[config.mk]
export PLATFORM = sky130hd
export DESIGN_NAME = pfr_fifo
export DESIGN_NICKNAME = d
export VERILOG_FILES = /design/src/sv/pfr_fifo.sv
export SDC_FILE = /design/constraint.sdc
export NUM_CORES = 1
export LEC_CHECK = 0
export ABC_AREA = 1
export BUFFER_PORTS_ARGS = -buffer_cell sky130_fd_sc_hd__buf_2
export CORE_MARGIN = 10
export CORE_UTILIZATION = 60
export CTS_CLUSTER_DIAMETER = 150
export DETAILED_ROUTE_END_ITERATION = 16
export PLACE_DENSITY_LB_ADDON = 0.15
export SYNTH_ARGS = -nofsm -noshare
export SYNTH_HDL_FRONTEND = slang
export SYNTH_SLANG_ARGS = --single-unit
[constraint.sdc]
create_clock -name clk -period 5.2 [get_ports clk]
set_clock_uncertainty 0.05 [all_clocks]
set_input_delay 1.04 -clock clk [delete_from_list [all_inputs] [get_ports clk]]
set_output_delay 1.04 -clock clk [all_outputs]
set_load 0.1 [all_outputs]
[src/sv/pfr_fifo.sv]
`default_nettype none
// ---------------------------------------------------------------------------
// pfr_fifo
// Small register queue, first in first out.
// ---------------------------------------------------------------------------
module pfr_fifo #(
  parameter int WIDTH = 8,
  parameter int DEPTH = 4
) (
  input  wire logic             clk,
  input  wire logic             rst,
  input  wire logic             wr_en,
  input  wire logic [WIDTH-1:0] wr_data,
  input  wire logic             rd_en,
  output logic      [WIDTH-1:0] rd_data,
  output logic                  empty,
  output logic                  full
);
  localparam int AW = (DEPTH > 1) ? $clog2(DEPTH) : 1;

  logic [WIDTH-1:0] store [DEPTH];
  logic [AW-1:0]    wptr;
  logic [AW-1:0]    rptr;
  logic [AW:0]      count;

  logic do_wr;
  logic do_rd;

  assign empty   = (count == '0);
  assign full    = (count == (AW+1)'(DEPTH));
  assign do_wr   = wr_en && !full;
  assign do_rd   = rd_en && !empty;
  assign rd_data = store[rptr];

  always_ff @(posedge clk) begin
    if (do_wr) begin
      store[wptr] <= wr_data;
    end
  end

  always_ff @(posedge clk) begin
    if (rst) begin
      wptr  <= '0;
      rptr  <= '0;
      count <= '0;
    end else begin
      if (do_wr) begin
        wptr <= (wptr == AW'(DEPTH - 1)) ? '0 : wptr + AW'(1);
      end
      if (do_rd) begin
        rptr <= (rptr == AW'(DEPTH - 1)) ? '0 : rptr + AW'(1);
      end
      if (do_wr && !do_rd) begin
        count <= count + (AW+1)'(1);
      end else if (do_rd && !do_wr) begin
        count <= count - (AW+1)'(1);
      end
    end
  end
endmodule
`default_nettype wire

==> run_results.csv, run 1 <==
group,metric,value,unit
outcome,outcome,"finished, final reports clean",
sta,hold_viol_final,0,
placement,dp_hpwl,2120,µm
placement,dpl_cell_area,0.001818,mm²
worst_setup_path,required,4.11,ns
clock_network,clock_sinks,41,
sta,tightest_slew,0.7632,ns
drt,drt-total-wl,2919,µm
logic_synthesis,synth.area.mux_share,0,%
drt,vias,1072,
layout,area_growth,11.36,%
logic_synthesis,synth-simple-area-share,12.09,%
global_route,grt_start_max_net_pins,18,
layout,drive_gt1_share,18.97,%
placement,gp_congestion,0.6720,
logic_synthesis,synth_top_area_cell,"edfxtp_1",
logic_synthesis,synth.most_common_cell,"nor2_1",
logic_synthesis,synth.distinct_cells,19,
worst_setup_path,criticalPathCategory,"reg -> out",
worst_setup_path,worstSetupStartpointType,"flip-flop",
global_route,overflow,0,
logic_synthesis,synth_top_family_by_area,"simple AND/OR/NAND/NOR gates",
logic_synthesis,netlist_instances,147,
drt,drc,0,
floorplanning,die_w,73.18,µm
logic_synthesis,synth_edf_count,32,
sta,max_freq,335.0,MHz
sta,maxSlewViolCount,0,
drt,drt_pass1_iterations,4,
logic_synthesis,ys_top_cells_by_count,"nor2_1, edfxtp_1, inv_1",
clock_network,ctsHoldBuffers,0,
sta,rsz0062_at_grt,"no",
worst_setup_path,r2r_setup_slack,3.25,ns
layout,fin_area,0.001889,mm²
logic_synthesis,synthFlopType,"edfxtp_1",
logic_synthesis,yosysSeqAreaShare,67.26,%
placement,port_buffers,21,
clock_network,cts_resized,0,
worst_setup_path,endpoint_kind,"output pin",
layout,final_nets,192,
floorplanning,dieArea,0.005355,mm²
logic_synthesis,syn_nets,166,
logic_synthesis,synth_compound_area_share,9.218,%
layout,instances_no_fill,205,
floorplanning,num_io_pins,22,
worst_setup_path,cp_cell_sequence,"inv_2 -> o21ai_0 -> o22ai_1 -> buf_2",
clock_network,cts_buffers,5,
global_route,first_global_vias,1114,
logic_synthesis,synth_fa_ha_area_share,5.605,%
placement,dpl.cell_count,197,
logic_synthesis,synth_top_area_share,56.64,%
clock_network,clock_path_buffers,2,
layout,utilization,69.11,%
global_route,grt.total_usage,11.64,%
logic_synthesis,ys_async_sr_fraction,0,%
clock_network,cts_tree,"built",
layout,antenna_cells,0,
job,cap_viol_max_count,0,
logic_synthesis,synth_area,0.001697,mm²
floorplanning,chipHeight,73.18,µm
floorplanning,initial_core_util,62.06,%
worst_setup_path,cp_top_family,"flip-flops",
min_path,hp-class,"reg -> reg",
worst_setup_path,cpPeakStageDelay,0.70,ns
worst_setup_path,r2r-start,"count[1]",
sta,fin_tns_setup,0,ns
drt,drtIter0Drc,70,
worst_setup_path,critical_path_buf_inv_count,2,
clock_network,clk_latency,0.34,ns
worst_setup_path,cp_slowest_cell,"dfxtp_1",
sta,finalCritPeriodShare,57.40,%
global_route,grt_pass1_wl,4802,µm
min_path,worstHoldStart,"rptr[1]",
logic_synthesis,syn_avg_cell_area,11.54,µm²
worst_setup_path,crit_fanout,17,
logic_synthesis,ys_warn_count,0,
logic_synthesis,ys_ff_latch,41,
sta,min_period,2.985,ns
clock_network,h-tree-depth,2,
drt,wl_per_cell,14.24,µm
global_route,antenna_found_initial,0,
worst_setup_path,arrival,1.89,ns
sta,final-setup-viol-count,0,
floorplanning,core_area,0.002734,mm²
clock_network,root_buffer,"clkbuf_4",
drt,ant_nets,0,
drt,post_drt_via_cell_ratio,5.229,
floorplanning,rows,19,
clock_network,cts_setup_buffers,0,
logic_synthesis,synthXorXnorAreaFrac,0.5162,%
sta,max_slew_margin,48.93,%
logic_synthesis,synth.area.top_cells,"edfxtp_1, dfxtp_1, nor2_1, ha_1, o21ai_0",
clock_network,clkTransAtPathRegs,0.10,ns
## logic make-up after synthesis
group           count (synthesis)
fa+ha+maj                       7
xor+xnor                        1
compound gates                 27
simple gates                   51
flops                          41
buf+inv                        20
## metal layers
metal	share of wire [%]	global-route usage (%)	vias to the layer above
li1	-	-	554
met1	38	11.06	493
met2	55	21.59	20
met3	5.1	3.401	5
met4	1.4	6.329	0
met5	0	0	-
## stage by stage
| stage | hold slack [ns] | setup slack [ns] |
|---|---|---|
| after detailed placement | 0.4915 | 2.567 |
| after CTS | 0.5085 | 2.189 |
| after global routing | 0.5384 | 1.979 |
| after global placement | 0.4638 | 2.666 |
| after floorplan | 0.4327 | 2.009 |
| final | 0.4959 | 2.215 |
## state kept, by name, indices dropped and copies added, names as in the netlist, named ones only
name	cells
count	3
wptr	2
store	32
rptr	2
## cells in the final DEF, fill, tap and decap left out, drive strengths merged
master,count
clkbuf,7
a21oi,2
nor2,33
edfxtp,32
nand4,1
ha,6
nand2,14
nand3,1
clkinv,1
o21ai,17
buf,21
nand3b,2
fa,1
xor2,1
inv,18
o22ai,8
dfxtp,9
## cell type report
cell class | instances | area (µm²)
Multi-Input combinational cell | 86 | 465.4
Tap cell | 31 | 38.79
Inverter | 18 | 67.56
Clock inverter | 1 | 5.005
Sequential cell | 41 | 1141
Clock buffer | 7 | 66.31
Fill cell | 209 | 844.6
Timing Repair Buffer | 21 | 105.1
## worst paths after layout
path                              endpoint  cells after the start
worst max-delay path            rd_data[1]                      4
worst min-delay path               rptr[1]                      2
worst max register to register    count[1]                      9
worst min register to register     rptr[1]                      2
## worst min-delay path, stage by stage (launching register included)
cell	delay (ns)
dfxtp_1	0.33
a21oi_1	0.12
nor2_1	0.07
Power of run 1 is not shown: default switching activity piles up to over one toggle a cycle in this logic, so the estimate is an artifact.
==> run 2, diff against run 1 <==
Settings changed: CORE_UTILIZATION 60 to 56.
Clock period 5.2 ns to 3 ns, I/O delays scaled along.
==> run_results.csv, run 2 (synthesis results as in run 1) <==
group,metric,value,unit
drt,ant_nets,0,
floorplanning,die_w,75.04,µm
layout,multi_input_area,465.4,µm²
layout,ff_latch_area,0.001141,mm²
layout,mostFrequentLayoutCells,"nor2_1, edfxtp_1, buf_2",
clock_network,clock_sinks,41,
placement,port_buffers,21,
placement,gp_congestion,0.7514,
global_route,grt.total_usage,12.03,%
clock_network,ctsHoldBuffers,0,
worst_setup_path,required,2.35,ns
layout,utilization,66.34,%
sta,tightest_slew,0.8454,ns
drt,post_drt_via_cell_ratio,5.302,
clock_network,cts_buffers,5,
layout,top_register,"store",
worst_setup_path,r2r_setup_slack,1.03,ns
clock_network,h-tree-depth,2,
placement,dp_hpwl,2144,µm
clock_network,root_buffer,"clkbuf_4",
layout,final_common_cell,"nor2_1",
worst_setup_path,worstSetupStartpointType,"flip-flop",
layout,fillCellCount,217,
job,cap_viol_max_count,0,
global_route,grt_start_max_net_pins,18,
sta,maxSlewViolCount,0,
worst_setup_path,crit_fanout,17,
drt,vias,1087,
sta,final-setup-viol-count,0,
global_route,antenna_found_initial,0,
sta,finalCritPeriodShare,86.51,%
worst_setup_path,arrival,1.95,ns
sta,fin_tns_setup,0,ns
floorplanning,dieArea,0.005631,mm²
layout,antenna_cells,0,
layout,top_regs,"store (32), count (3)",
sta,rsz0062_at_grt,"no",
floorplanning,chipHeight,75.04,µm
clock_network,cts_resized,0,
worst_setup_path,criticalPathCategory,"reg -> out",
clock_network,clk_latency,0.34,ns
drt,wl_per_cell,14.61,µm
clock_network,clock_path_buffers,2,
layout,final_nets,192,
global_route,first_global_vias,1119,
outcome,outcome,"finished, final reports clean",
worst_setup_path,endpoint_kind,"output pin",
floorplanning,num_io_pins,22,
global_route,grt_pass1_wl,5043,µm
min_path,hp-class,"in -> reg",
sta,fin_ws,0.4048,ns
floorplanning,rows,19,
clock_network,cts_setup_buffers,0,
drt,drc,0,
sta,hold_viol_final,0,
clock_network,clkTransAtPathRegs,0.12,ns
layout,area_growth,10.62,%
layout,drive_gt1_share,18.39,%
layout,largest_reg_flops,32,
floorplanning,initial_core_util,59.97,%
drt,drtIter0Drc,122,
global_route,overflow,0,
floorplanning,core_area,0.002829,mm²
sta,min_period,2.595,ns
sta,max_slew_margin,43.43,%
sta,max_freq,385.3,MHz
drt,drt-total-wl,2995,µm
drt,drt_pass1_iterations,4,
placement,pre_cts_slack,0.7639,ns
clock_network,cts_tree,"built",
## run 2: worst paths after layout
| kind | from | to | cells after the start |
|---|---|---|---|
| worst max-delay path | flip-flop | rd_data[2] | 4 |
| worst min-delay path | rst | count[0] | 2 |
| worst max register to register | count[1] | count[1] | 9 |
| worst min register to register | count[1] | count[1] | 2 |
## run 2: through the flow
stage | instance area (µm²) | std cells | hold slack, ns
final | 1877 | 205 | 0.3777
after global routing | 1877 | 205 | 0.3626
after CTS | 1877 | 205 | 0.3554
after detailed placement | 1818 | 197 | 0.4725
after global placement | 1818 | 197 | 0.4633
after floorplan | 1697 | 147 | 0.4327
## run 2: metal layers
layer | global-route usage [%] | part of all wire, % | routed length (µm)
met1 | 12.27 | 40 | 1201
met2 | 21.14 | 51 | 1540
met3 | 5.125 | 6.7 | 201
met4 | 5.042 | 1.7 | 52
met5 | 0 | 0 | 0
## run 2: final cells by class
class                      instances  area share (%)
clock buffer                       8           3.133
inverter                          18           3.600
multi-input combinational         86           24.80
sequential                        41           60.80
tap                               31           2.067
timing repair buffer              21           5.600
## run 2: worst max-delay path: stages, from the launching register on
cell and delay (ns):
dfxtp_1 0.71, inv_2 0.26, o21ai_0 0.24, o22ai_1 0.09, buf_2 0.30
Power of run 2 is left out for the same reason.
==> run 3, diff against run 2 <==
Settings changed: ABC_AREA 1 to default, CORE_UTILIZATION 56 to 55.
==> run_results.csv, run 3 <==
group,metric,value,unit
drt,post_drt_via_cell_ratio,5.480,
floorplanning,die_w,74.70,µm
placement,port_buffers,21,
pwr,ir_drop,0.6729,mV
logic_synthesis,syn_nets,111,
placement,gp_congestion,0.7160,
sta,max_slew_margin,61.86,%
worst_setup_path,criticalPathCategory,"reg -> out",
sta,min_period,2.576,ns
worst_setup_path,worstSetupEndpoint,"rd_data[1]",
drt,drtIter0Drc,47,
worst_setup_path,r2r-start,"count[0]",
worst_setup_path,r2r_setup_slack,0.57,ns
logic_synthesis,syn_avg_cell_area,17.88,µm²
sta,finalCritPeriodShare,85.86,%
layout,mostFrequentLayoutCells,"edfxtp_1, buf_2, dfxtp_1",
worst_setup_path,endpoint_kind,"output pin",
clock_network,cts_setup_buffers,0,
min_path,hp-class,"in -> reg",
global_route,grt_pass1_wl,4160,µm
logic_synthesis,ys_warn_count,0,
floorplanning,num_io_pins,22,
clock_network,clock_path_buffers,2,
sta,fin_tns_setup,0,ns
layout,top_regs,"store (32), count (3)",
pwr,power.density,964.9,mW/mm²
placement,dp_hpwl,1859,µm
worst_setup_path,crit_fanout,8,
drt,vias,811,
logic_synthesis,synth.area.top_cells,"edfxtp_1, dfxtp_1, mux4_2, ha_1, and3_2",
sta,maxSlewViolCount,0,
logic_synthesis,synthFlopType,"edfxtp_1",
logic_synthesis,ys_async_sr_fraction,0,%
logic_synthesis,synth_top_area_cell,"edfxtp_1",
logic_synthesis,synth_top_area_share,58.40,%
logic_synthesis,yosysSeqAreaShare,69.35,%
drt,drc,0,
job,cap_viol_max_count,0,
global_route,overflow,0,
drt,drt-total-wl,2493,µm
clock_network,clock_sinks,41,
global_route,first_global_vias,876,
clock_network,root_buffer,"clkbuf_4",
clock_network,h-tree-depth,2,
clock_network,ctsHoldBuffers,0,
outcome,outcome,"finished, final reports clean",
worst_setup_path,required,2.35,ns
layout,antenna_cells,0,
clock_network,cts_buffers,5,
layout,final_common_cell,"edfxtp_1",
floorplanning,initial_core_util,58.65,%
sta,hold_viol_final,0,
clock_network,clk_latency,0.34,ns
floorplanning,rows,19,
clock_network,clkTransAtPathRegs,0.11,ns
logic_synthesis,ys_ff_latch,41,
pwr,fin_total_pwr,0.001758,W
pwr,power.static_leakage,0.6792,nW
sta,tightest_slew,0.5714,ns
logic_synthesis,ys_top_cells_by_count,"edfxtp_1, dfxtp_1, mux4_2",
clock_network,cts_tree,"built",
layout,fillCellCount,201,
worst_setup_path,worstSetupStartpointType,"flip-flop",
global_route,grt_start_max_net_pins,13,
global_route,antenna_found_initial,0,
clock_network,cts_resized,0,
floorplanning,core_area,0.002805,mm²
logic_synthesis,synth.distinct_cells,26,
layout,largest_reg_flops,32,
worst_setup_path,r2r_end,"count[2]",
logic_synthesis,synth_area,0.001645,mm²
layout,drive_gt1_share,39.32,%
sta,final-setup-viol-count,0,
worst_setup_path,arrival,1.93,ns
sta,rsz0062_at_grt,"no",
global_route,grt.total_usage,10.23,%
floorplanning,chipHeight,74.70,µm
logic_synthesis,synth_edf_count,32,
layout,top_register,"store",
drt,ant_nets,0,
layout,area_growth,10.72,%
logic_synthesis,synth.most_common_cell,"edfxtp_1",
worst_setup_path,rr_worst_depth,9,
sta,max_freq,388.3,MHz
drt,wl_per_cell,16.84,µm
logic_synthesis,netlist_instances,92,
layout,final_nets,135,
floorplanning,dieArea,0.005579,mm²
drt,drt_pass1_iterations,3,
run 3: cell count changes after synthesis, sizes merged, moves of 2 or more:
cell	change
mux4	+8
and3	+4
o22ai	-8
mux2i	+2
inv	-14
nand2	-13
nor2	-29
o31ai	+2
o21ai	-15
or3	+2
nand3b	-2
nor3	+2
run 3: routing by layer:
layer	track usage, %	part of all wire, %	vias to the layer above
li1	-	-	398
met1	10.80	42	388
met2	17.10	50	19
met3	4.993	6.5	6
met4	4.412	1.8	0
met5	0	0	-
run 3: where the power goes:
part	leakage [nW]	total, W	switching (W)	internal (W)
logic	0.280	0.000744	0.000559	0.000185
registers	0.367	0.000763	0.0000708	0.000692
clock network	0.0320	0.000251	0.000161	0.0000893
run 3: through the flow:
stage               utilization, %  hold slack (ns)  worst slack [ns]  std cells  instance area (µm²)
floorplan                        -           0.4134            0.5646         92                 1650
global placement             63.11           0.4333            0.6597        140                 1770
detailed placement           63.11           0.4446            0.5687        140                 1770
CTS                          64.94           0.4094            0.3657        148                 1822
global route                 64.94           0.3977            0.2877        148                 1822
finish                       64.94           0.4211            0.4243        148                 1822
run 3: cell type report:
| cell class | instances | area, µm² | area share (%) |
|---|---|---|---|
| Timing Repair Buffer | 21 | 105.1 | 5.769 |
| Clock inverter | 2 | 10.01 | 0.5494 |
| Inverter | 5 | 23.77 | 1.305 |
| Multi-Input combinational cell | 42 | 461.7 | 25.34 |
| Clock buffer | 6 | 41.29 | 2.266 |
| Tap cell | 31 | 38.79 | 2.129 |
| Sequential cell | 41 | 1141 | 62.64 |
run 3: kinds of logic after synthesis:
| group | synth area share [%] |
|---|---|
| buf+inv | 2.889 |
| flops | 69.35 |
| mux | 12.17 |
| compound gates | 3.041 |
| simple gates | 5.704 |
| xor+xnor | 1.065 |
| fa+ha+maj | 5.779 |
run 3: worst min path at each step:
stage | startpoint | end | slack (ns) | cells after the start
floorplan | rptr[0] | flip-flop | 0.41 | 2
global placement | rptr[0] | rptr[0] | 0.43 | 2
detailed placement | rptr[0] | flip-flop | 0.44 | 2
CTS | wr_data[7] | store[0][7] | 0.41 | 1
global route | wr_data[7] | store[0][7] | 0.40 | 1
finish | wr_data[7] | store[0][7] | 0.42 | 1
run 3: worst max-delay path: stages (launching register included):
cell and delay (ns):
dfxtp_1 0.70, mux4_2 0.58, buf_2 0.31
(Power assumes the default switching activity.)
