==> config.mk <==
export PLATFORM = sky130hd
export DESIGN_NAME = pfr_front
export DESIGN_NICKNAME = d
export VERILOG_FILES = /design/src/sv/pfr_pkg.sv /design/src/sv/pfr_front.sv
export SDC_FILE = /design/constraint.sdc
export NUM_CORES = 1
export LEC_CHECK = 0
export BUFFER_PORTS_ARGS = -buffer_cell sky130_fd_sc_hd__buf_2
export CORE_AREA = 4 4 166 168
export DETAILED_ROUTE_END_ITERATION = 8
export DIE_AREA = 0 0 170 172
export GPL_ROUTABILITY_DRIVEN = 0
export GPL_TIMING_DRIVEN = 0
export PLACE_DENSITY = 0.72
export RECOVER_POWER = 50
export SLEW_MARGIN = 20
export SYNTH_ARGS = -nofsm -noshare
export SYNTH_HDL_FRONTEND = slang
export SYNTH_SLANG_ARGS = --single-unit
==> constraint.sdc <==
create_clock -name clk -period 7.87 [get_ports clk]
set_input_delay 1.574 -clock clk [delete_from_list [all_inputs] [get_ports clk]]
set_output_delay 1.574 -clock clk [all_outputs]
set_load 0.01 [all_outputs]
==> src/sv/pfr_pkg.sv <==
`default_nettype none
// ---------------------------------------------------------------------------
// pfr_pkg
// Shared types, constants and coefficient table of the polyphase resampler.
// ---------------------------------------------------------------------------
package pfr_pkg;

  localparam int WINDOW_FRAMES_DEF = 16;
  localparam int MAX_CHANNELS_DEF  = 8;
  localparam int TAPS_PER_PHASE    = 16;
  localparam int PHASE_COUNT       = 8;
  localparam int IO_CHANNELS       = 8;
  localparam int MAX_RESULTS       = 4;

  localparam int SAMPLE_W = 24;
  localparam int COEF_W   = 16;
  localparam int PROD_W   = SAMPLE_W + COEF_W;
  localparam int ACC_W    = PROD_W + 4;
  localparam int POS_W    = 26;
  localparam int FRAC_W   = 20;
  localparam int STEP_W   = 23;
  localparam int CC_W     = 4;
  localparam int TAP_W    = 4;
  localparam int PHASE_W  = 3;
  localparam int RES_CNT_W = 3;

  localparam logic [POS_W-1:0]  POS_ONE  = POS_W'(1) << FRAC_W;
  localparam logic [POS_W-1:0]  POS_INIT = POS_W'(TAPS_PER_PHASE / 2) << FRAC_W;
  localparam logic [STEP_W-1:0] STEP_ONE = STEP_W'(1) << FRAC_W;
  localparam logic [CC_W-1:0]   CC_RESET = CC_W'(2);
  localparam logic [TAP_W-1:0]  TAP_LAST = TAP_W'(TAPS_PER_PHASE - 1);
  localparam logic [TAP_W-1:0]  TAP_CENTRE = TAP_W'(TAPS_PER_PHASE / 2);

  localparam logic CFG_CHANNEL_COUNT = 1'b0;
  localparam logic CFG_STEP_SIZE     = 1'b1;

  typedef struct packed {
    logic signed [SAMPLE_W-1:0] in_sample_0;
    logic signed [SAMPLE_W-1:0] in_sample_1;
    logic signed [SAMPLE_W-1:0] in_sample_2;
    logic signed [SAMPLE_W-1:0] in_sample_3;
    logic signed [SAMPLE_W-1:0] in_sample_4;
    logic signed [SAMPLE_W-1:0] in_sample_5;
    logic signed [SAMPLE_W-1:0] in_sample_6;
    logic signed [SAMPLE_W-1:0] in_sample_7;
  } in_item_t;

  typedef struct packed {
    logic signed [SAMPLE_W-1:0] out_sample_0;
    logic signed [SAMPLE_W-1:0] out_sample_1;
    logic signed [SAMPLE_W-1:0] out_sample_2;
    logic signed [SAMPLE_W-1:0] out_sample_3;
    logic signed [SAMPLE_W-1:0] out_sample_4;
    logic signed [SAMPLE_W-1:0] out_sample_5;
    logic signed [SAMPLE_W-1:0] out_sample_6;
    logic signed [SAMPLE_W-1:0] out_sample_7;
    logic                       last_of_run;
  } out_item_t;

  typedef struct packed {
    logic [PHASE_W-1:0] phase;
    logic               bypass;
    logic               last;
  } job_t;

  localparam logic signed [COEF_W-1:0] COEF_ROM [PHASE_COUNT][TAPS_PER_PHASE] = '{
    '{16'sd89, -16'sd146, -16'sd201, 16'sd893, 16'sd29, -16'sd3135, 16'sd2706, 16'sd16149,
      16'sd16149, 16'sd2706, -16'sd3135, 16'sd29, 16'sd893, -16'sd201, -16'sd146, 16'sd89},
    '{16'sd100, -16'sd113, -16'sd277, 16'sd799, 16'sd405, -16'sd3056, 16'sd1257, 16'sd14891,
      16'sd17189, 16'sd4274, -16'sd3060, -16'sd375, 16'sd947, -16'sd111, -16'sd174, 16'sd74},
    '{16'sd106, -16'sd75, -16'sd337, 16'sd671, 16'sd737, -16'sd2841, -16'sd46, 16'sd13447,
      16'sd17983, 16'sd5928, -16'sd2817, -16'sd793, 16'sd957, -16'sd12, -16'sd194, 16'sd54},
    '{16'sd106, -16'sd35, -16'sd378, 16'sd517, 16'sd1014, -16'sd2511, -16'sd1179, 16'sd11853,
      16'sd18511, 16'sd7633, -16'sd2397, -16'sd1206, 16'sd919, 16'sd94, -16'sd205, 16'sd30},
    '{16'sd46, 16'sd3, -16'sd180, 16'sd155, 16'sd552, -16'sd938, -16'sd954, 16'sd4559,
      16'sd26474, 16'sd4201, -16'sd806, -16'sd716, 16'sd373, 16'sd91, -16'sd93, 16'sd2},
    '{16'sd92, 16'sd46, -16'sd401, 16'sd163, 16'sd1373, -16'sd1596, -16'sd2871, 16'sd8375,
      16'sd18713, 16'sd11041, -16'sd1006, -16'sd1939, 16'sd694, 16'sd305, -16'sd197, -16'sd23},
    '{16'sd78, 16'sd82, -16'sd384, -16'sd20, 16'sd1446, -16'sd1061, -16'sd3411, 16'sd6575,
      16'sd18378, 16'sd12662, -16'sd39, -16'sd2218, 16'sd509, 16'sd400, -16'sd178, -16'sd51},
    '{16'sd61, 16'sd114, -16'sd348, -16'sd197, 16'sd1446, -16'sd508, -16'sd3745, 16'sd4791,
      16'sd17756, 16'sd14173, 16'sd1096, -16'sd2411, 16'sd283, 16'sd482, -16'sd148, -16'sd78}
  };

  function automatic logic signed [COEF_W-1:0] coef(input logic [PHASE_W-1:0] phase,
                                                     input logic [TAP_W-1:0] tap);
    return COEF_ROM[phase][tap];
  endfunction

endpackage
`default_nettype wire

==> src/sv/pfr_front.sv <==
`default_nettype none
// ---------------------------------------------------------------------------
// pfr_front
// Takes input frames, writes the window and issues one job per output frame.
// ---------------------------------------------------------------------------
module pfr_front #(
  parameter int WINDOW_FRAMES = pfr_pkg::WINDOW_FRAMES_DEF,
  parameter int MAX_CHANNELS  = pfr_pkg::MAX_CHANNELS_DEF,
  parameter int AW            = $clog2(WINDOW_FRAMES),
  parameter int ROW_W         = MAX_CHANNELS * pfr_pkg::SAMPLE_W
) (
  input  wire logic                         clk,
  input  wire logic                         rst,
  input  wire logic                         push,
  output logic                              full,
  input  wire logic [ROW_W-1:0]             row_in,
  input  wire logic [pfr_pkg::STEP_W-1:0]   step_size,
  input  wire logic                         back_idle,
  input  wire logic                         job_full,
  output logic                              job_push,
  output pfr_pkg::job_t                     job,
  output logic                              wr_en,
  output logic [AW-1:0]                     wr_addr,
  output logic [ROW_W-1:0]                  wr_data,
  output logic [AW-1:0]                     newest
);
  import pfr_pkg::*;

  localparam logic [1:0] S_IDLE = 2'd0;
  localparam logic [1:0] S_FILL = 2'd1;
  localparam logic [1:0] S_GEN  = 2'd2;

  logic [1:0]           state;
  logic                 primed;
  logic [POS_W-1:0]     read_position;
  logic [ROW_W-1:0]     frame;
  logic [AW-1:0]        fill_cnt;
  logic [RES_CNT_W-1:0] res_cnt;

  logic             accept;
  logic [AW-1:0]    next_addr;
  logic [POS_W-1:0] pos_next;
  logic             want;

  assign full      = !((state == S_IDLE) && back_idle);
  assign accept    = push && !full;
  assign next_addr = (newest == AW'(WINDOW_FRAMES - 1)) ? '0 : newest + AW'(1);
  assign pos_next  = read_position + POS_W'(step_size);
  assign want      = (read_position < POS_ONE) && (res_cnt < RES_CNT_W'(MAX_RESULTS));

  always_comb begin
    wr_en   = 1'b0;
    wr_addr = next_addr;
    wr_data = row_in;
    if (state == S_FILL) begin
      wr_en   = 1'b1;
      wr_addr = fill_cnt;
      wr_data = frame;
    end else if (accept && primed) begin
      wr_en = 1'b1;
    end
  end

  assign job_push   = (state == S_GEN) && want && !job_full;
  assign job.phase  = read_position[FRAC_W-1 -: PHASE_W];
  assign job.bypass = (step_size == STEP_ONE) && (read_position[FRAC_W-1:0] == '0);
  assign job.last   = (pos_next >= POS_ONE) || (res_cnt == RES_CNT_W'(MAX_RESULTS - 1));

  always_ff @(posedge clk) begin
    if (accept) begin
      frame <= row_in;
    end
  end

  always_ff @(posedge clk) begin
    if (rst) begin
      state         <= S_IDLE;
      primed        <= 1'b0;
      read_position <= '0;
      fill_cnt      <= '0;
      res_cnt       <= '0;
      newest        <= '0;
    end else begin
      unique case (state)
        S_IDLE: begin
          if (accept) begin
            if (!primed) begin
              fill_cnt <= '0;
              state    <= S_FILL;
            end else begin
              newest        <= next_addr;
              read_position <= (read_position >= POS_ONE) ? read_position - POS_ONE : '0;
              res_cnt       <= '0;
              state         <= S_GEN;
            end
          end
        end
        S_FILL: begin
          fill_cnt <= fill_cnt + AW'(1);
          if (fill_cnt == AW'(WINDOW_FRAMES - 1)) begin
            newest        <= fill_cnt;
            read_position <= POS_INIT;
            primed        <= 1'b1;
            state         <= S_IDLE;
          end
        end
        S_GEN: begin
          if (!want) begin
            state <= S_IDLE;
          end else if (!job_full) begin
            read_position <= pos_next;
            res_cnt       <= res_cnt + RES_CNT_W'(1);
            if (job.last) begin
              state <= S_IDLE;
            end
          end
        end
        default: begin
          state <= S_IDLE;
        end
      endcase
    end
  end
endmodule
`default_nettype wire

==> flow_summary.yaml, run 1 <==
status:
  status: "finished, violations left"
  failed_checks: "capacitance limit, slew limit"
power_and_ir_drop:
  power.density_nw_per_um2: 302
  leakage_nw: 5.84
  vdd_drop_max_uv: 234
  power_mw: 4.43
global_routing:
  grt_pass1_wl_um: 50400
  grt_max_degree: 106
  antenna_found_initial: 6
  track_usage_pct: 21.8
  grt_pass1_vias: 8946
  grt.overflow.total: 0
routing:
  via_count: 8882
  initialDrtViolationCount: 672
  viasPerCell: 5.35
  route.detailed.drc: 0
  wl_per_cell_um: 20.7
  dr.pass1.iters: 5
  routed_wl_um: 34300
  antenna_left: 0
synthesis:
  netlist.area_leader.share_pct: 50.5
  synth-edff-count: 192
  synth_flop_cell: "edfxtp_1"
  ys_types: 62
  synth_seq_area_share_pct: 57.5
  synth_area_leaders: "edfxtp_1 50%, mux2_2 19%, dfxtp_1 7.0%, ha_1 3.6%, nor2_1 2.0%"
  synth_cells: 850
  postSynthAreaPerCell_um2: 13.4
  syn-num-nets: 1104
  syn-cell-area_um2: 11400
  yosys.area.top_type: "edfxtp_1"
  async_flop_share_pct: 0
  yosysWarnings: 0
  ys_ff_latch: 232
final_layout:
  num-nets-final: 1559
  finalInstanceArea_um2: 14700
  final_cell_mix: "345 x buf_2, 193 x mux2_2, 192 x edfxtp_1"
  drive_gt1_share_pct: 44.6
  final_common_cell: "buf_2"
  syn_to_final_growth_pct: 28.5
  fin_cells: 1660
sta:
  fin_crit_ns: 6.09
  tightest_slew_ns: 4.74
  whs_ns: 0.519
  setup_viol: 0
  finalCritPeriodShare_pct: 77.4
  max_freq_mhz: 164
  hold_viol: 0
  setup_ws_ns: 1.78
  slew_viol_final: 106
  fin_worst_skew_ns: 0.00817
  slew_headroom_pct: -216
  rsz0062_at_grt: "false"
run:
  cap_violations: 1
cts:
  cts.path.max_buffers: 3
  clock-sinks: 232
  clkTransAtPathRegs_ns: 0.06
  cts_hold_buf: 0
  cts_tree: "built"
  cts_max_level: 1
  cts_setup_buffers: 0
  insertion_delay_ns: 0.53
  cts_buffers: 26
  cts-resized-gates: 0
  clock-root-buffer: "clkbuf_16"
worst_setup_path:
  cp-start-kind: "input pin"
  worstSetupEndpointType: "flop"
  cp_slowest_cell: "dlymetal6s2s_1"
  arrival_ns: 6.11
  crit_fanout: 105
  cp_cell_sequence: "clkbuf_1, nand3_1, inv_8, dlymetal6s2s_1"
  max_stage_delay_ns: 3.44
  critical_path_class: "in -> reg"
  required_ns: 7.89
worst_hold_path:
  hold_class: "reg -> reg"
floorplan:
  dieWidth_um: 170
  core_area_um2: 25900
  die_h_um: 172
  die_area_um2: 29200
  pin_count: 428
  initial_core_util_pct: 44.1
  rows: 59
placement:
  io_buffers: 426
  postPlaceCellArea_um2: 14000
  dp_slack_ns: 1.98
  hpwl_um: 26700
  placedCellCount: 1612
## kinds of logic after synthesis
group | count (synthesis) | synth area share, %
DFF | 232 | 57.5
buffers and inverters | 57 | 1.98
and+or+nand+nor | 174 | 7.65
muxes | 201 | 19.7
xor gates and xnor gates | 20 | 1.53
adders and majority gates | 34 | 3.79
AOI/OAI and AO/OA | 132 | 7.84
## worst max-delay path, delay by kind of cell
family        cells  cell delay [ns]
buf+inv           3             4.11
simple gates      1             0.31
## synth_stat cells (3+ instances only)
cell,number
mux2_2,193
edfxtp_1,192
nor2_1,60
dfxtp_1,40
a21oi_1,37
nand2_1,37
clkbuf_1,35
ha_1,33
a22oi_1,22
o21ai_0,19
inv_1,14
nand3_1,12
a21o_1,11
nor4_1,11
xnor2_1,10
xor2_1,10
nand4_1,9
mux2i_1,8
and2_1,7
nor3_1,7
a31oi_1,6
nor2b_1,6
and3_1,4
buf_1,4
o211ai_1,4
o31ai_1,4
or3_1,4
a211oi_2,3
buf_4,3
nand3b_1,3
nand4b_1,3
nor3b_1,3
o21bai_1,3
o22ai_1,3
## report_power, final
part	switching, mW	internal, mW	total (mW)
combinational	0.983	0.734	1.72
clock	0.495	0.638	1.13
sequential	0.0586	1.52	1.58
## flip-flops by register name (all words and copies together) (netlist names)
name and cells:
fill_cnt 4, frame 192, newest 4, primed 1, read_position 26, res_cnt 3
state 2
## worst paths after layout
check	end	depth (start not counted)	slack [ns]	startpoint
setup / recovery	frame[33]	4	1.78	back_idle
hold / removal	res_cnt[1]	2	0.52	res_cnt[1]
setup reg to reg	frame[33]	5	2.12	state[1]
hold reg to reg	res_cnt[1]	2	0.52	res_cnt[1]
## metal layers
layer,global-route usage [%],share of wire (%)
met5,0,0.21
met4,6.53,3.3
met3,6.08,8.5
met2,36.4,48
met1,28.0,40
## area by class of cell
cell class                 count  area (um^2)
clock inverter                17          120
buffer                        43          174
multi-input combinational    561         4630
inverter                      14         60.1
antenna                        1         2.50
fill                        2245        11200
sequential                   232         6570
tap                          335          419
timing repair buffer         427         2040
clock buffer                  30          666
## stage by stage
| stage | TNS, ns | utilization, % |
|---|---|---|
| after floorplan | 0 | - |
| after global placement | -1.57 | 53.9 |
| after detailed placement | 0 | 54.1 |
| after CTS | 0 | 57.1 |
| after global routing | 0 | 56.7 |
| final | 0 | 56.7 |
Power figures use the tool's default switching activity.
==> run 2: changes to the inputs <==
==> constraint.sdc (replaced) <==
create_clock -name clk -period 5.8 [get_ports clk]
set_input_delay 1.16 -clock clk [delete_from_list [all_inputs] [get_ports clk]]
set_output_delay 1.16 -clock clk [all_outputs]
set_load 0.01 [all_outputs]
==> flow_summary.yaml, run 2 (synthesis results as in run 1) <==
power_and_ir_drop:
  power_mw: 6.05
  swShare_pct: 34.5
  p_sw_mw: 2.08
  power.density_nw_per_um2: 410
  pwr-share-comb_pct: 39.0
  power_frac_seq_pct: 35.1
  p_clk_share_pct: 25.8
  intPower_mw: 3.96
  vdd_drop_max_uv: 321
  leakage_nw: 5.88
routing:
  via_count: 8885
  viasPerCell: 5.34
  routed_wl_um: 34000
  dr.pass1.iters: 5
  initialDrtViolationCount: 690
  antenna_left: 0
  route.detailed.drc: 0
  wl_per_cell_um: 20.4
cts:
  clkTransAtPathRegs_ns: 0.06
  clock-root-buffer: "clkbuf_16"
  cts.path.max_buffers: 3
  cts_setup_buffers: 0
  cts_max_level: 1
  insertion_delay_ns: 0.52
  cts_buffers: 26
  cts-resized-gates: 0
  clock-sinks: 232
  cts_tree: "built"
  cts_hold_buf: 0
floorplan:
  rows: 59
  dieWidth_um: 170
  initial_core_util_pct: 44.1
  die_area_um2: 29200
  pin_count: 428
  die_h_um: 172
  core_area_um2: 25900
final_layout:
  top_regs: "frame: 192 flops, read_position: 26 flops"
  fin_cells: 1664
  final_cell_mix: "346 x buf_2, 193 x mux2_2, 192 x edfxtp_1"
  top_register: "frame"
  syn_to_final_growth_pct: 29.2
  drive_gt1_share_pct: 44.9
  largest_reg_flops: 192
  num-nets-final: 1564
  final_common_cell: "buf_2"
worst_hold_path:
  hold_class: "reg -> reg"
worst_setup_path:
  reg2reg_to: "frame[175]"
  regToRegSetupSlack_ns: 1.38
  rr_worst_depth: 6
  regToRegStartpoint: "state[1]"
  critical_path_class: "in -> out"
  cp-endpoint: "job[0]"
  arrival_ns: 3.97
  cp-start-kind: "input pin"
  required_ns: 4.64
  crit_fanout: 4
  worstSetupEndpointType: "output port"
  crit_start: "step_size[0]"
placement:
  dp_slack_ns: 0.699
  hpwl_um: 26600
  io_buffers: 426
  placedCellCount: 1617
sta:
  fin_crit_ns: 5.13
  rsz0062_at_grt: "false"
  slew_viol_final: 0
  tightest_slew_ns: 1.36
  setup_viol: 0
  max_freq_mhz: 195
  hold_viol: 0
  slew_headroom_pct: 8.98
  tns_ns: 0
  fin_worst_skew_ns: 0.00928
  finalCritPeriodShare_pct: 88.4
  setup_ws_ns: 0.672
status:
  status: "complete, no violations"
global_routing:
  antenna_found_initial: 6
  grt_max_degree: 34
  grt.overflow.total: 0
  grt_pass1_vias: 8746
  grt_pass1_wl_um: 49300
  track_usage_pct: 21.4
run:
  cap_violations: 0
==> run 2: cell count changes in the layout (fill, tap and decap cells not counted), sizes merged <==
cell	previous run	this run
dlymetal6s2s	1	0
buf	349	353
clkinv	12	16
bufinv	1	2
clkinvlp	3	1
inv	15	13
==> run 2: per-stage QoR <==
stage | instance area [um^2] | utilization, % | hold slack (ns)
final | 14800 | 57.0 | 0.520
after global routing | 14800 | 57.0 | 0.563
after CTS | 14900 | 57.5 | 0.523
after detailed placement | 14100 | 54.4 | 0.508
after global placement | 14000 | 53.9 | 0.488
after floorplan | 11400 | - | 0.461
==> run 2: how the worst min path moves through the flow <==
stage	start	to	slack, ns	depth (start not counted)
after floorplan	read_position[18]	read_position[18]	0.46	2
after global placement	res_cnt[1]	res_cnt[1]	0.49	2
after detailed placement	res_cnt[0]	res_cnt[0]	0.51	2
after CTS	res_cnt[0]	res_cnt[0]	0.52	2
after global routing	read_position[18]	read_position[18]	0.56	2
final	res_cnt[0]	res_cnt[0]	0.52	2
==> run 2: final cells by class <==
cell class | instances | area [um^2]
Fill cell | 2241 | 11100
Tap cell | 335 | 419
Clock inverter | 18 | 141
Sequential cell | 232 | 6570
Inverter | 14 | 53.8
Timing Repair Buffer | 432 | 2120
Multi-Input combinational cell | 561 | 4630
Clock buffer | 28 | 658
Buffer | 43 | 174
Antenna cell | 1 | 2.50
==> run 2: routing by layer <==
metal | vias up | part of all wire [%] | track usage, %
met5 | - | 0.18 | 0
met4 | 10 | 3.7 | 7.67
li1 | 4200 | - | -
met2 | 373 | 48 | 35.4
met1 | 4225 | 40 | 27.3
met3 | 77 | 8.3 | 5.85
==> run 2: power by group through the flow <==
stage          sequential, mW  clock (mW)  combinational (mW)
5_1_grt                  2.14        1.68                2.55
3_5_place_dp             2.15           0                2.38
6_report                 2.12        1.56                2.36
3_3_place_gp             2.19           0                2.31
2_1_floorplan            2.15           0                1.50
4_1_cts                  2.12        1.61                2.39
==> run 2: critical path, stage by stage <==
cell	delay [ns]
buf_2	0.11
ha_1	0.23
fa_1	0.42
a21o_1	0.20
a221oi_2	0.38
or4_4	0.22
nand3_4	0.10
a311o_1	0.37
a211oi_2	0.28
nand3_1	0.11
nand3b_4	0.20
buf_2	0.18
